### config.mk
export PLATFORM = sky130hd
export DESIGN_NAME = lru_key_value_cache_top
export DESIGN_NICKNAME = d
export VERILOG_FILES = /design/src/sv/lkvc_pkg.sv /design/src/sv/lkvc_cell.sv /design/src/sv/lru_key_value_cache_top.sv
export SDC_FILE = /design/constraint.sdc
export NUM_CORES = 1
export LEC_CHECK = 0
export BUFFER_PORTS_ARGS = -buffer_cell sky130_fd_sc_hd__buf_2
export CORE_MARGIN = 1.5
export CORE_UTILIZATION = 50
export CTS_CLUSTER_SIZE = 24
export DETAILED_ROUTE_END_ITERATION = 8
export PLACE_DENSITY = 0.67
export SLEW_MARGIN = 20
export SYNTH_ARGS = -nofsm -noshare
export SYNTH_HDL_FRONTEND = slang
export SYNTH_HIERARCHICAL = 1
export SYNTH_SLANG_ARGS = --single-unit
### constraint.sdc
create_clock -name i_clk -period 15.4 [get_ports i_clk]
set_input_delay 0.77 -clock i_clk [delete_from_list [all_inputs] [get_ports i_clk]]
set_output_delay 0.77 -clock i_clk [all_outputs]
set_load 0.01 [all_outputs]
### src/sv/lkvc_pkg.sv
// ----------------------------------------------------------------------------
// lkvc_pkg
// Shared types and constants for the LRU key-value cache.
// ----------------------------------------------------------------------------
package lkvc_pkg;

    localparam int KEY_W = 32;
    localparam int VAL_W = 32;
    localparam int CAP_W = 5;

    localparam logic KIND_GET = 1'b0;
    localparam logic KIND_PUT = 1'b1;

    localparam logic signed [VAL_W-1:0] NOT_FOUND_VALUE = '1;
    localparam logic [CAP_W-1:0] CAPACITY_RESET = 5'd16;

    typedef struct packed {
        logic valid;
        logic shift;
    } t_cell_ctrl;

endpackage

### src/sv/lkvc_cell.sv
// ----------------------------------------------------------------------------
// lkvc_cell
// One recency position: holds a key-value pair, compares it against the
// lookup key, and takes its neighbor's pair when the order shifts.
// ----------------------------------------------------------------------------
module lkvc_cell (
    input  logic                                   i_clk,
    input  lkvc_pkg::t_cell_ctrl                   i_ctrl,
    input  logic signed [lkvc_pkg::KEY_W-1:0]      i_cmp_key,
    input  logic signed [lkvc_pkg::KEY_W-1:0]      i_prev_key,
    input  logic signed [lkvc_pkg::VAL_W-1:0]      i_prev_value,
    output logic signed [lkvc_pkg::KEY_W-1:0]      o_key,
    output logic signed [lkvc_pkg::VAL_W-1:0]      o_value,
    output logic signed [lkvc_pkg::VAL_W-1:0]      o_match_value,
    output logic                                   o_match
);
    import lkvc_pkg::*;

    logic signed [KEY_W-1:0] r_key;
    logic signed [VAL_W-1:0] r_value;

    always_ff @(posedge i_clk) begin
        if (i_ctrl.shift) begin
            r_key   <= i_prev_key;
            r_value <= i_prev_value;
        end
    end

    assign o_key         = r_key;
    assign o_value       = r_value;
    assign o_match       = i_ctrl.valid && (r_key == i_cmp_key);
    assign o_match_value = o_match ? r_value : '0;

endmodule

### src/sv/lru_key_value_cache_top.sv
// ----------------------------------------------------------------------------
// lru_key_value_cache_top
// Fully associative key-value store with least-recently-used replacement.
//
// The input channel carries a kind (get or put), a key and a value. On
// acceptance every cell compares its key with the incoming key and the hits
// are registered; in the update state that follows, the row of cells shifts
// toward the least recent end so that the touched or inserted pair lands in
// cell 0. The input stalls until the update is done. A get produces one
// output transaction (found flag and value, or -1 on a miss) in the output
// register when its update completes; a put produces none. The output
// register lets the next transaction be accepted while a result waits; if a
// result is still stalled when the next get finishes its compare, that get
// holds its update cycle until the register frees up. Synchronous reset
// empties the store and sets the capacity to 16. The user must write the
// capacity register (i_cfg_we, i_cfg_wdata) only while idle (unenforced).
// ----------------------------------------------------------------------------
module lru_key_value_cache_top #(
    parameter int MAX_ENTRIES = 16
) (
    input  logic                                   i_clk,
    input  logic                                   i_rst_n,
    input  logic                                   i_cfg_we,
    input  logic [lkvc_pkg::CAP_W-1:0]             i_cfg_wdata,
    input  logic                                   i_in_valid,
    output logic                                   o_in_stall,
    input  logic                                   i_kind,
    input  logic signed [lkvc_pkg::KEY_W-1:0]      i_key,
    input  logic signed [lkvc_pkg::VAL_W-1:0]      i_value,
    output logic                                   o_out_valid,
    input  logic                                   i_out_stall,
    output logic                                   o_found,
    output logic signed [lkvc_pkg::VAL_W-1:0]      o_read_value
);
    import lkvc_pkg::*;

    localparam int CNT_W = $clog2(MAX_ENTRIES + 1);

    typedef enum logic {
        S_IDLE,
        S_UPD
    } t_state;

    t_state                  r_state;
    logic [CAP_W-1:0]        r_capacity;
    logic [CNT_W-1:0]        r_count;
    logic                    r_kind;
    logic signed [KEY_W-1:0] r_key;
    logic signed [VAL_W-1:0] r_value;
    logic [MAX_ENTRIES-1:0]  r_hit;
    logic signed [VAL_W-1:0] r_hit_value;
    logic                    r_out_valid;
    logic                    r_found;
    logic signed [VAL_W-1:0] r_read_value;

    logic signed [KEY_W-1:0] w_key   [MAX_ENTRIES];
    logic signed [VAL_W-1:0] w_val   [MAX_ENTRIES];
    logic signed [VAL_W-1:0] w_mval  [MAX_ENTRIES];
    logic [MAX_ENTRIES-1:0]  w_match;
    t_cell_ctrl              w_ctrl  [MAX_ENTRIES];
    logic signed [VAL_W-1:0] w_match_or;
    logic [CNT_W-1:0]        w_eff_cap;
    logic                    w_full;
    logic                    w_any_hit;
    logic                    w_in_acc;
    logic                    w_upd_go;
    logic signed [VAL_W-1:0] w_front_value;

    assign o_in_stall = (r_state != S_IDLE);
    assign w_in_acc   = i_in_valid && !o_in_stall;
    assign w_any_hit  = |r_hit;
    assign w_upd_go   = (r_state == S_UPD) &&
                        !((r_kind == KIND_GET) && r_out_valid && i_out_stall);

    always_comb begin
        if (r_capacity == '0) begin
            w_eff_cap = CNT_W'(1);
        end else if (int'(r_capacity) > MAX_ENTRIES) begin
            w_eff_cap = CNT_W'(MAX_ENTRIES);
        end else begin
            w_eff_cap = CNT_W'(r_capacity);
        end
    end

    assign w_full        = (r_count >= w_eff_cap);
    assign w_front_value = (r_kind == KIND_PUT) ? r_value : r_hit_value;

    always_comb begin
        w_match_or = '0;
        for (int i = 0; i < MAX_ENTRIES; i++) begin
            w_match_or = w_match_or | w_mval[i];
        end
    end

    for (genvar g = 0; g < MAX_ENTRIES; g++) begin : g_cell
        logic                    w_shift;
        logic signed [KEY_W-1:0] w_prev_key;
        logic signed [VAL_W-1:0] w_prev_val;

        always_comb begin
            if (w_any_hit) begin
                w_shift = |(r_hit >> g);
            end else if (r_kind == KIND_PUT) begin
                w_shift = w_full ? (CNT_W'(g) < r_count) : (CNT_W'(g) <= r_count);
            end else begin
                w_shift = 1'b0;
            end
        end

        assign w_ctrl[g].valid = (CNT_W'(g) < r_count);
        assign w_ctrl[g].shift = w_upd_go && w_shift;

        if (g == 0) begin : g_head
            assign w_prev_key = r_key;
            assign w_prev_val = w_front_value;
        end else begin : g_body
            assign w_prev_key = w_key[g-1];
            assign w_prev_val = w_val[g-1];
        end

        lkvc_cell u_cell (
            .i_clk         (i_clk),
            .i_ctrl        (w_ctrl[g]),
            .i_cmp_key     (i_key),
            .i_prev_key    (w_prev_key),
            .i_prev_value  (w_prev_val),
            .o_key         (w_key[g]),
            .o_value       (w_val[g]),
            .o_match_value (w_mval[g]),
            .o_match       (w_match[g])
        );
    end

    always_ff @(posedge i_clk) begin
        if (!i_rst_n) begin
            r_state     <= S_IDLE;
            r_capacity  <= CAPACITY_RESET;
            r_count     <= '0;
            r_out_valid <= 1'b0;
        end else begin
            if (i_cfg_we) begin
                r_capacity <= i_cfg_wdata;
            end
            if (w_upd_go && (r_kind == KIND_GET)) begin
                r_out_valid <= 1'b1;
            end else if (r_out_valid && !i_out_stall) begin
                r_out_valid <= 1'b0;
            end
            unique case (r_state)
                S_IDLE: begin
                    if (w_in_acc) begin
                        r_state <= S_UPD;
                    end
                end
                S_UPD: begin
                    if (w_upd_go) begin
                        r_state <= S_IDLE;
                        if ((r_kind == KIND_PUT) && !w_any_hit && !w_full) begin
                            r_count <= r_count + CNT_W'(1);
                        end
                    end
                end
                default: r_state <= S_IDLE;
            endcase
        end
    end

    always_ff @(posedge i_clk) begin
        if (w_in_acc) begin
            r_kind      <= i_kind;
            r_key       <= i_key;
            r_value     <= i_value;
            r_hit       <= w_match;
            r_hit_value <= w_match_or;
        end
        if (w_upd_go && (r_kind == KIND_GET)) begin
            r_found      <= w_any_hit;
            r_read_value <= w_any_hit ? r_hit_value : NOT_FOUND_VALUE;
        end
    end

    assign o_out_valid  = r_out_valid;
    assign o_found      = r_found;
    assign o_read_value = r_read_value;

    a_hit_onehot: assert property (@(posedge i_clk) disable iff (!i_rst_n)
        (r_state == S_UPD) |-> $onehot0(r_hit))
        else $error("more than one cell matched the key");

    a_count_step: assert property (@(posedge i_clk) disable iff (!i_rst_n)
        ($past(i_rst_n) && (r_count != $past(r_count)))
            |-> (r_count == $past(r_count) + CNT_W'(1)))
        else $error("entry count changed by other than one");

    a_result_from_get: assert property (@(posedge i_clk) disable iff (!i_rst_n)
        $rose(r_out_valid) |-> ($past(r_kind) == KIND_GET))
        else $error("a result was produced by a put");

    a_count_bound: assert property (@(posedge i_clk) disable iff (!i_rst_n)
        (r_state == S_UPD) && w_upd_go && (r_kind == KIND_PUT) && !w_any_hit
            |=> (int'(r_count) <= MAX_ENTRIES))
        else $error("entry count exceeded the store size");

endmodule
== After elaboration in Yosys (flattened, before gate mapping) ==
Cells that the tools add are included.

* Logic and storage cells: 246
* Register bits after elaboration: 1182
* Output and inout port bits: 35

* Add/subtract/negate cells: 1
* Mux-type cells: 72
* Equal/unequal tests: 16
* Order comparisons: 34
* Bitwise logic cells: 17
* Reduce and logical (&&, ||, !) cells: 63

{| class="wikitable"
|+ Operators by type and width
! kind !! count
|-
| 32-bit 2-to-1 mux || 17
|-
| 32-bit == test || 16
|-
| 32-bit OR || 15
|-
| 1-bit 2-to-1 mux || 52
|-
| 4-bit by 5-bit <= comparator with 1-bit output (first input constant) || 8
|-
| 1-bit logical AND || 40
|-
| 4-bit by 5-bit less-than comparator with 1-bit output (first input constant) || 8
|-
| 3-bit by 5-bit <= comparator with 1-bit output (first input constant) || 4
|-
| 3-bit by 5-bit less-than comparator with 1-bit output (first input constant) || 4
|-
| 16-bit OR reduction || 1
|-
| 15-bit OR reduction || 1
|-
| 14-bit OR reduction || 1
|-
| 13-bit OR reduction || 1
|-
| 12-bit OR reduction || 1
|-
| 11-bit OR reduction || 1
|-
| 1-bit by 5-bit <= comparator with 1-bit output (first input constant) || 2
|-
| 2-bit by 5-bit <= comparator with 1-bit output (first input constant) || 2
|-
| 1-bit by 5-bit less-than comparator with 1-bit output (first input constant) || 2
|-
| 2-bit by 5-bit less-than comparator with 1-bit output (first input constant) || 2
|-
| 5-bit 2-to-1 mux || 2
|-
| 10-bit OR reduction || 1
|-
| 9-bit OR reduction || 1
|-
| 8-bit OR reduction || 1
|-
| 7-bit OR reduction || 1
|-
| 14 further kinds || 19
|}

== Depth between registers and ports, before layout ==
Gate-level depths: netlist of the first run.

* Depth in word-level cells: 18
* Mapped depth: 10
* Depth with buffers taken out: 9

== Modules after synthesis ==
The synthesis of the first run kept the hierarchy.

{| class="wikitable"
|+ Modules (own cells, without submodules)
! module !! times used !! area each (um^2) !! cells an instance
|-
| lkvc_cell || 16 || 2572.5 || 156
|-
| lru_key_value_cache_top || 1 || 7307.0 || 568
|}

== Worst setup path after synthesis of the first run ==
OpenSTA, ideal clock, no wires.

* Path kind: reg2reg
* Start point: register r_capacity[4]
* End point: register g_cell[6].u_cell.r_key[0], enable pin
* Setup time: 0.589 ns
* Arrival time: 6.628 ns
* Slack: 8.183 ns
* Stages on the path, launching flop included: 9
* Path through: dfxtp_1 > inv_1 > nand2_1 > ha_1 > a211oi_1 > o21ai_0 > a211oi_1 > nand3_1 > a221oi_1

{| class="wikitable"
|+ RTL lines
! element !! line !! source
|-
| start: declaration || lru_key_value_cache_top.sv:45 || <nowiki>logic [CAP_W-1:0] r_capacity;</nowiki>
|-
| start signal: assignment || lru_key_value_cache_top.sv:142 || <nowiki>r_capacity <= i_cfg_wdata;</nowiki>
|-
| end signal: assignment || lkvc_cell.sv:24 || <nowiki>r_key <= i_prev_key;</nowiki>
|-
| end: declaration || lkvc_cell.sv:19 || <nowiki>logic signed [KEY_W-1:0] r_key;</nowiki>
|}

==> metrics.yaml, run 1 <==
cells_and_area:
  cell_count_final_fillers_out: 4626
  final_layout_size_suffix_gt1_share_pct: 14.8
  area.growth.synth_to_final_pct: 12.4
  core_utilization_of_the_finished_layout_pct: 56.5
  fillerInstances: 7508
  finish.net_count: 3328
placed_design:
  place.detailed.instances: 4400
  port_buffers: 109
  detailedPlacementHpwl_um: 77600
  routabilityCongestion: 0.925
timing:
  timing.fmax_mhz: 238
  final.hold.worst_slack_ns: 0.214
  unrepaired_setup_endpoints_after_global_routing: "false"
  final_hold_viol_count: 0
  worst_slew_pin_slew_ns: 1.13
  setup_tns_final_ns: 0
  finalSetupViolCount: 0
  fin_crit_sh_pct: 27.3
  slew_violations: 0
  clock_skew_ns: 0.0425
  slew-limit-headroom_pct: 24.9
  min_period_ns: 4.20
grt:
  global_route.usage.total_pct: 26.5
  first_global_vias: 29400
  first_pass_grt_wire_length_um: 194000
  grt.overflow.total: 0
  grt_start_max_net_pins: 65
  antenna_found_initial: 7
cts:
  cts_num_sinks: 1182
  clk_pin_slew_ns: 0.06
  cts_tree: "built"
  tritoncts.num_buffers: 119
  ctsRootBufferMaster: "sky130_fd_sc_hd__clkbuf_16"
  cts-hold-fix-buffers: 0
  cts.path.max_buffers: 3
  worst_skew_pair.late_latency_ns: 0.73
  cts.htree.levels: 3
  post_cts.resized_instances: 0
  post-cts-setup-buffer-count: 0
floorplanning:
  ios: 110
  core-area_sq_um: 96400
  fp-row-count: 114
  floorplan.die_area_sq_um: 98800
  vertical_die_dimension_um: 314
  initial_core_util_pct: 50.3
  x_dimension_of_the_die_um: 314
setup_path:
  r2r.worst_path.cells: 7
  worst_ep_required_time_ns: 15.71
  cp_cell_sequence: "nor3_1, nand4_1, nor2_2, inv_2, a21oi_1, a211oi_4, buf_4"
  critical_path.max_stage_delay_ns: 0.89
  category_of_the_worst_setup_path_launch_point: "register"
  critical_path.max_fanout: 48
  timing.setup.critical_path_class: "register to register"
  timing.critical_path.slowest_stage_cell: "sky130_fd_sc_hd__a211oi_4"
  worst_ep_arrival_time_ns: 4.51
  critical_path.endpoint_type: "register"
synthesis:
  synth-seq-area-share_pct: 73.0
  synth-async-reset-ratio_pct: 0
  synthDominantCellAreaShare_pct: 72.5
  syn_area_per_cell_sq_um: 15.8
  mappedNetlistNets: 3147
  yosysWarnings: 6
  postSynthCellCount: 3064
  synth_top_area_cells: "sky130_fd_sc_hd__edfxtp_1, sky130_fd_sc_hd__xnor2_1, sky130_fd_sc_hd__and3_1, sky130_fd_sc_hd__nor4_1, sky130_fd_sc_hd__nand4_1"
  synth_largest_area_cell: "sky130_fd_sc_hd__edfxtp_1"
  synth-seq-cells: 1182
  number_of_enable_flip_flop_cells_after_synthesis: 1170
  synth_flop_cell: "sky130_fd_sc_hd__edfxtp_1"
  synthDistinctLibCells: 53
  syn-cell-area_sq_um: 48500
pwr:
  power.density_cell_area_nw_per_um2: 131
  ir_drop_v: 0.0000977
  static-leakage-power_nw: 20.1
min_path:
  hp-class: "input port to register"
  worst_hold_depth: 1
run_status:
  outcome: "completed"
detailed_routing:
  drc: 0
  drt-initial-drc-count: 3751
  wire_length_per_cell_after_detailed_routing_um: 28.6
  detail_route.vias_per_cell: 6.34
  totalWireLength_um: 132000
  via_count: 29300
  drt.antenna.violating_nets: 0
  detail_route.first_pass.iterations: 6
flow_run:
  max_cap_viol_count: 0
[metrics by stage]
step                instance area (sq um)  power (mW)  setup WS (ns)
finish                              54500        7.13          11.20
global route                        54500        7.32          11.00
CTS                                 54500        7.16          11.26
detailed placement                  50600        4.29          11.27
global placement                    50600        4.27          11.40
floorplan                           48500        4.12           8.18
[worst max-delay path: cells and delay by family, from the launching register on]
family | cells | cell delay, ns
AND/OR/NAND/NOR | 3 | 0.64
AO/OA/AOI/OAI | 2 | 1.07
buffers and inverters | 2 | 1.57
flip-flops | 1 | 0.41
[per-layer routing]
layer / GRT usage [%] / vias up / wire [um]
met1: 36.5 / 15000 / 53200
li1: - / 12300 / -
met5: 0 / - / 9
met2: 42.5 / 1756 / 62600
met3: 5.30 / 320 / 12200
met4: 8.97 / 2 / 4340
[layout by cell type (no fill, tap or decap), types with 25 or more instances in the layout]
master                      netlist  final
sky130_fd_sc_hd__and3_1         466    466
sky130_fd_sc_hd__nor4_1         145    129
sky130_fd_sc_hd__a21oi_1         47     43
sky130_fd_sc_hd__nand2_1         37     37
sky130_fd_sc_hd__buf_4            0     58
sky130_fd_sc_hd__edfxtp_1      1170   1170
sky130_fd_sc_hd__and3_2          48     48
sky130_fd_sc_hd__buf_2            0    109
sky130_fd_sc_hd__clkinv_2         0     25
sky130_fd_sc_hd__nand2b_1        81     81
sky130_fd_sc_hd__o22ai_1         33     32
sky130_fd_sc_hd__inv_1          136    136
sky130_fd_sc_hd__clkbuf_16        0    120
sky130_fd_sc_hd__o2111ai_1       32     32
sky130_fd_sc_hd__clkinv_1         2     32
sky130_fd_sc_hd__xor2_1          32     32
sky130_fd_sc_hd__clkbuf_1        58     26
sky130_fd_sc_hd__mux2_2          32     32
sky130_fd_sc_hd__nand4_1        134    134
sky130_fd_sc_hd__xnor2_1        336    336
[kinds of logic (layout without fill, tap and decap cells)]
family | count (synthesis) | count (layout) | synth area share, %
buffers and inverters | 247 | 531 | 2.69
XOR/XNOR | 368 | 368 | 6.65
adder cells (fa/ha/maj) | 8 | 8 | 0.207
flip-flops | 1182 | 1182 | 73.0
AO/OA/AOI/OAI | 197 | 197 | 2.87
AND/OR/NAND/NOR | 1026 | 1026 | 13.8
multiplexers | 36 | 36 | 0.826
other | 0 | 2 | 0
[Yosys cell counts (6+ instances only)]
library cell / count
sky130_fd_sc_hd__nor4_1: 145
sky130_fd_sc_hd__xnor2_1: 336
sky130_fd_sc_hd__nor3_1: 10
sky130_fd_sc_hd__nor4_4: 16
sky130_fd_sc_hd__edfxtp_1: 1170
sky130_fd_sc_hd__buf_6: 50
sky130_fd_sc_hd__nand2_1: 37
sky130_fd_sc_hd__a21oi_1: 47
sky130_fd_sc_hd__nand3_1: 8
sky130_fd_sc_hd__a221oi_1: 17
sky130_fd_sc_hd__a222oi_1: 16
sky130_fd_sc_hd__and3_2: 48
sky130_fd_sc_hd__nor2_1: 19
sky130_fd_sc_hd__nand2b_1: 81
sky130_fd_sc_hd__and3_1: 466
sky130_fd_sc_hd__nand4_1: 134
sky130_fd_sc_hd__a31oi_1: 6
sky130_fd_sc_hd__or3_4: 18
sky130_fd_sc_hd__and2_1: 17
sky130_fd_sc_hd__nor2b_1: 18
sky130_fd_sc_hd__dfxtp_1: 12
sky130_fd_sc_hd__xor2_1: 32
sky130_fd_sc_hd__o22ai_1: 33
sky130_fd_sc_hd__o2111ai_1: 32
sky130_fd_sc_hd__o21ai_0: 18
sky130_fd_sc_hd__mux2_2: 32
sky130_fd_sc_hd__ha_1: 8
sky130_fd_sc_hd__clkbuf_1: 58
sky130_fd_sc_hd__inv_1: 136
[power by group]
group | switching [mW] | total [mW] | internal, mW
registers | 0.104 | 3.87 | 3.76
clock network | 1.25 | 2.90 | 1.65
logic | 0.249 | 0.365 | 0.116
[sequential cells by signal, indices dropped and copies added, names as in the netlist]
signal                 count
o_read_value              32
r_value                   32
r_capacity                 5
g_cell.w_prev_key         32
r_hit                     16
o_in_stall                 1
g_cell.u_cell/o_key      512
r_hit_value               32
r_kind                     1
o_out_valid                1
g_cell.u_cell/o_value    512
r_count                    5
o_found                    1
[worst paths after layout]
path	startpoint	endpoint	slack (ns)
max reg2reg	r_hit[15]	g_cell[10].u_cell/o_key[2]	11.20
max	r_hit[15]	g_cell[10].u_cell/o_key[2]	11.20
min reg2reg	g_cell[0].w_prev_key[26]	g_cell[0].u_cell/o_key[26]	0.42
min	i_value[0]	r_value[0]	0.21
[layout make-up]
class,instances,area (sq um),share of cell area [%]
sequential,1182,35400,64.9
multi-input combinational,1635,12100,22.2
clock buffer,146,3100,5.69
tap,1276,1600,2.93
timing repair buffer,168,1010,1.85
clock inverter,78,787,1.44
inverter,139,522,0.958
antenna,2,5.00,0.00919
Note: power is estimated with default switching activity, not from simulation.
==> run 2: changes to the inputs <==
- clock period: 15.4 -> 4.35 ns (I/O delays scaled with it)
==> metrics.yaml, run 2 (synthesis gave the netlist of run 1 again) <==
setup_path:
  timing.setup.critical_path_class: "register to register"
  worst_ep_arrival_time_ns: 3.80
  critical_path.max_fanout: 48
  cp_cell_sequence: "inv_1, ha_1, nor2b_1, o21ai_0, a21oi_1, buf_4, nand3_1, a21oi_4, buf_12"
  timing.critical_path.slowest_stage_cell: "sky130_fd_sc_hd__a21oi_4"
  cp.buffers_inverters: 3
  worst_ep_required_time_ns: 4.72
  critical_path.max_stage_delay_ns: 0.54
  category_of_the_worst_setup_path_launch_point: "register"
  crit_family: "compound AO/OA/AOI/OAI gates"
  critical_path.endpoint_type: "register"
run_status:
  outcome: "completed"
detailed_routing:
  via_count: 29300
  detail_route.first_pass.iterations: 7
  detail_route.vias_per_cell: 6.26
  drc: 0
  drt-initial-drc-count: 3500
  wire_length_per_cell_after_detailed_routing_um: 27.5
  totalWireLength_um: 129000
  drt.antenna.violating_nets: 0
pwr:
  ir_drop_v: 0.000363
  post-layout-total-power_mw: 25.0
  static-leakage-power_nw: 20.3
  power.density_cell_area_nw_per_um2: 454
cts:
  cts.path.max_buffers: 3
  cts_tree: "built"
  post-cts-setup-buffer-count: 0
  post_cts.resized_instances: 0
  clk_pin_slew_ns: 0.06
  cts.htree.levels: 3
  ctsRootBufferMaster: "sky130_fd_sc_hd__clkbuf_16"
  tritoncts.num_buffers: 118
  worst_skew_pair.late_latency_ns: 0.73
  cts-hold-fix-buffers: 50
  cts_num_sinks: 1182
timing:
  slew-limit-headroom_pct: 26.4
  clock_skew_ns: 0.0370
  timing.fmax_mhz: 291
  slew_violations: 0
  finalSetupViolCount: 0
  min_period_ns: 3.44
  setup_tns_final_ns: 0
  unrepaired_setup_endpoints_after_global_routing: "false"
  final_hold_viol_count: 0
  fin_crit_sh_pct: 79.1
  final_critical_path_setup_slack_ns: 0.911
  worst_slew_pin_slew_ns: 1.10
min_path:
  hp-class: "input port to register"
cells_and_area:
  most_common_library_cell_in_the_layout_ignoring_fill_and_taps: "sky130_fd_sc_hd__edfxtp_1"
  area.growth.synth_to_final_pct: 13.7
  cell_count_final_fillers_out: 4683
  multi_input_area_sq_um: 12100
  most-common-layout-cells: "sky130_fd_sc_hd__edfxtp_1, sky130_fd_sc_hd__and3_1, sky130_fd_sc_hd__xnor2_1"
  final_layout_size_suffix_gt1_share_pct: 14.9
  layout.cell_area.non_filler_sq_um: 55100
  sequential_cell_area_sq_um: 35400
  finish.net_count: 3384
  fillerInstances: 7475
placed_design:
  post_dp_cell_area_sq_um: 50800
  place.detailed.instances: 4407
  port_buffers: 109
  routabilityCongestion: 0.866
  detailedPlacementHpwl_um: 75700
  pre_cts_slack_ns: 0.952
floorplanning:
  fp-row-count: 114
  ios: 110
  initial_core_util_pct: 50.3
  vertical_die_dimension_um: 314
  x_dimension_of_the_die_um: 314
  core-area_sq_um: 96400
  floorplan.die_area_sq_um: 98800
grt:
  antenna_found_initial: 7
  grt_start_max_net_pins: 99
  first_global_vias: 29800
  global_route.usage.total_pct: 25.9
  first_pass_grt_wire_length_um: 191000
  grt.overflow.total: 0
flow_run:
  max_cap_viol_count: 0
run 2: changes by cell type in the layout (fill, tap and decap cells not counted), sizes merged:
cell,change
buf,+7
bufinv,-4
clkbuf,-4
clkinv,+4
clkinvlp,+7
diode,-1
dlygate4sd3,+50
inv,-2
run 2: final cells by class:
type                       count  share of cell area, %
timing repair buffer         225                   3.07
clock buffer                 142                   5.56
multi-input combinational   1635                   22.0
sequential                  1182                   64.2
clock inverter                83                   1.37
inverter                     139                  0.947
antenna                        1                0.00454
tap                         1276                   2.90
run 2: final timing paths:
check	startpoint	endpoint	slack, ns	cells past startpoint
max	r_count[0]	g_cell[2].u_cell/o_key[3]	0.91	9
min	i_key[0]	g_cell[0].w_prev_key[0]	0.04	1
max reg2reg	r_count[0]	g_cell[2].u_cell/o_key[3]	0.91	9
min reg2reg	g_cell[0].w_prev_key[14]	g_cell[0].u_cell/o_key[14]	0.42	0
run 2: metal layers:
metal	GRT usage, %	wire, um
met1	35.8	51700
met2	41.8	60600
met3	4.36	11900
met4	9.28	4520
met5	0	0
run 2: power breakdown:
part / internal, mW / switching, mW
Sequential: 13.3 / 0.361
Combinational: 0.464 / 0.877
Clock: 5.59 / 4.42
run 2: worst reg2reg max path, delay by kind of cell (launching register included):
kind,cells,cell delay (ns)
AOI/OAI and AO/OA,3,1.03
buffers and inverters,3,0.85
DFF,1,0.51
adders and majority gates,1,0.33
and+or+nand+nor,2,0.28
run 2: stage by stage:
| step | hold WS (ns) | util (%) |
|---|---|---|
| after CTS | 0.00167 | 57.2 |
| after global placement | 0.396 | 52.7 |
| after global routing | 0.0369 | 57.2 |
| after detailed placement | 0.396 | 52.7 |
| after floorplan | 0.316 | - |
| final | 0.0434 | 57.2 |
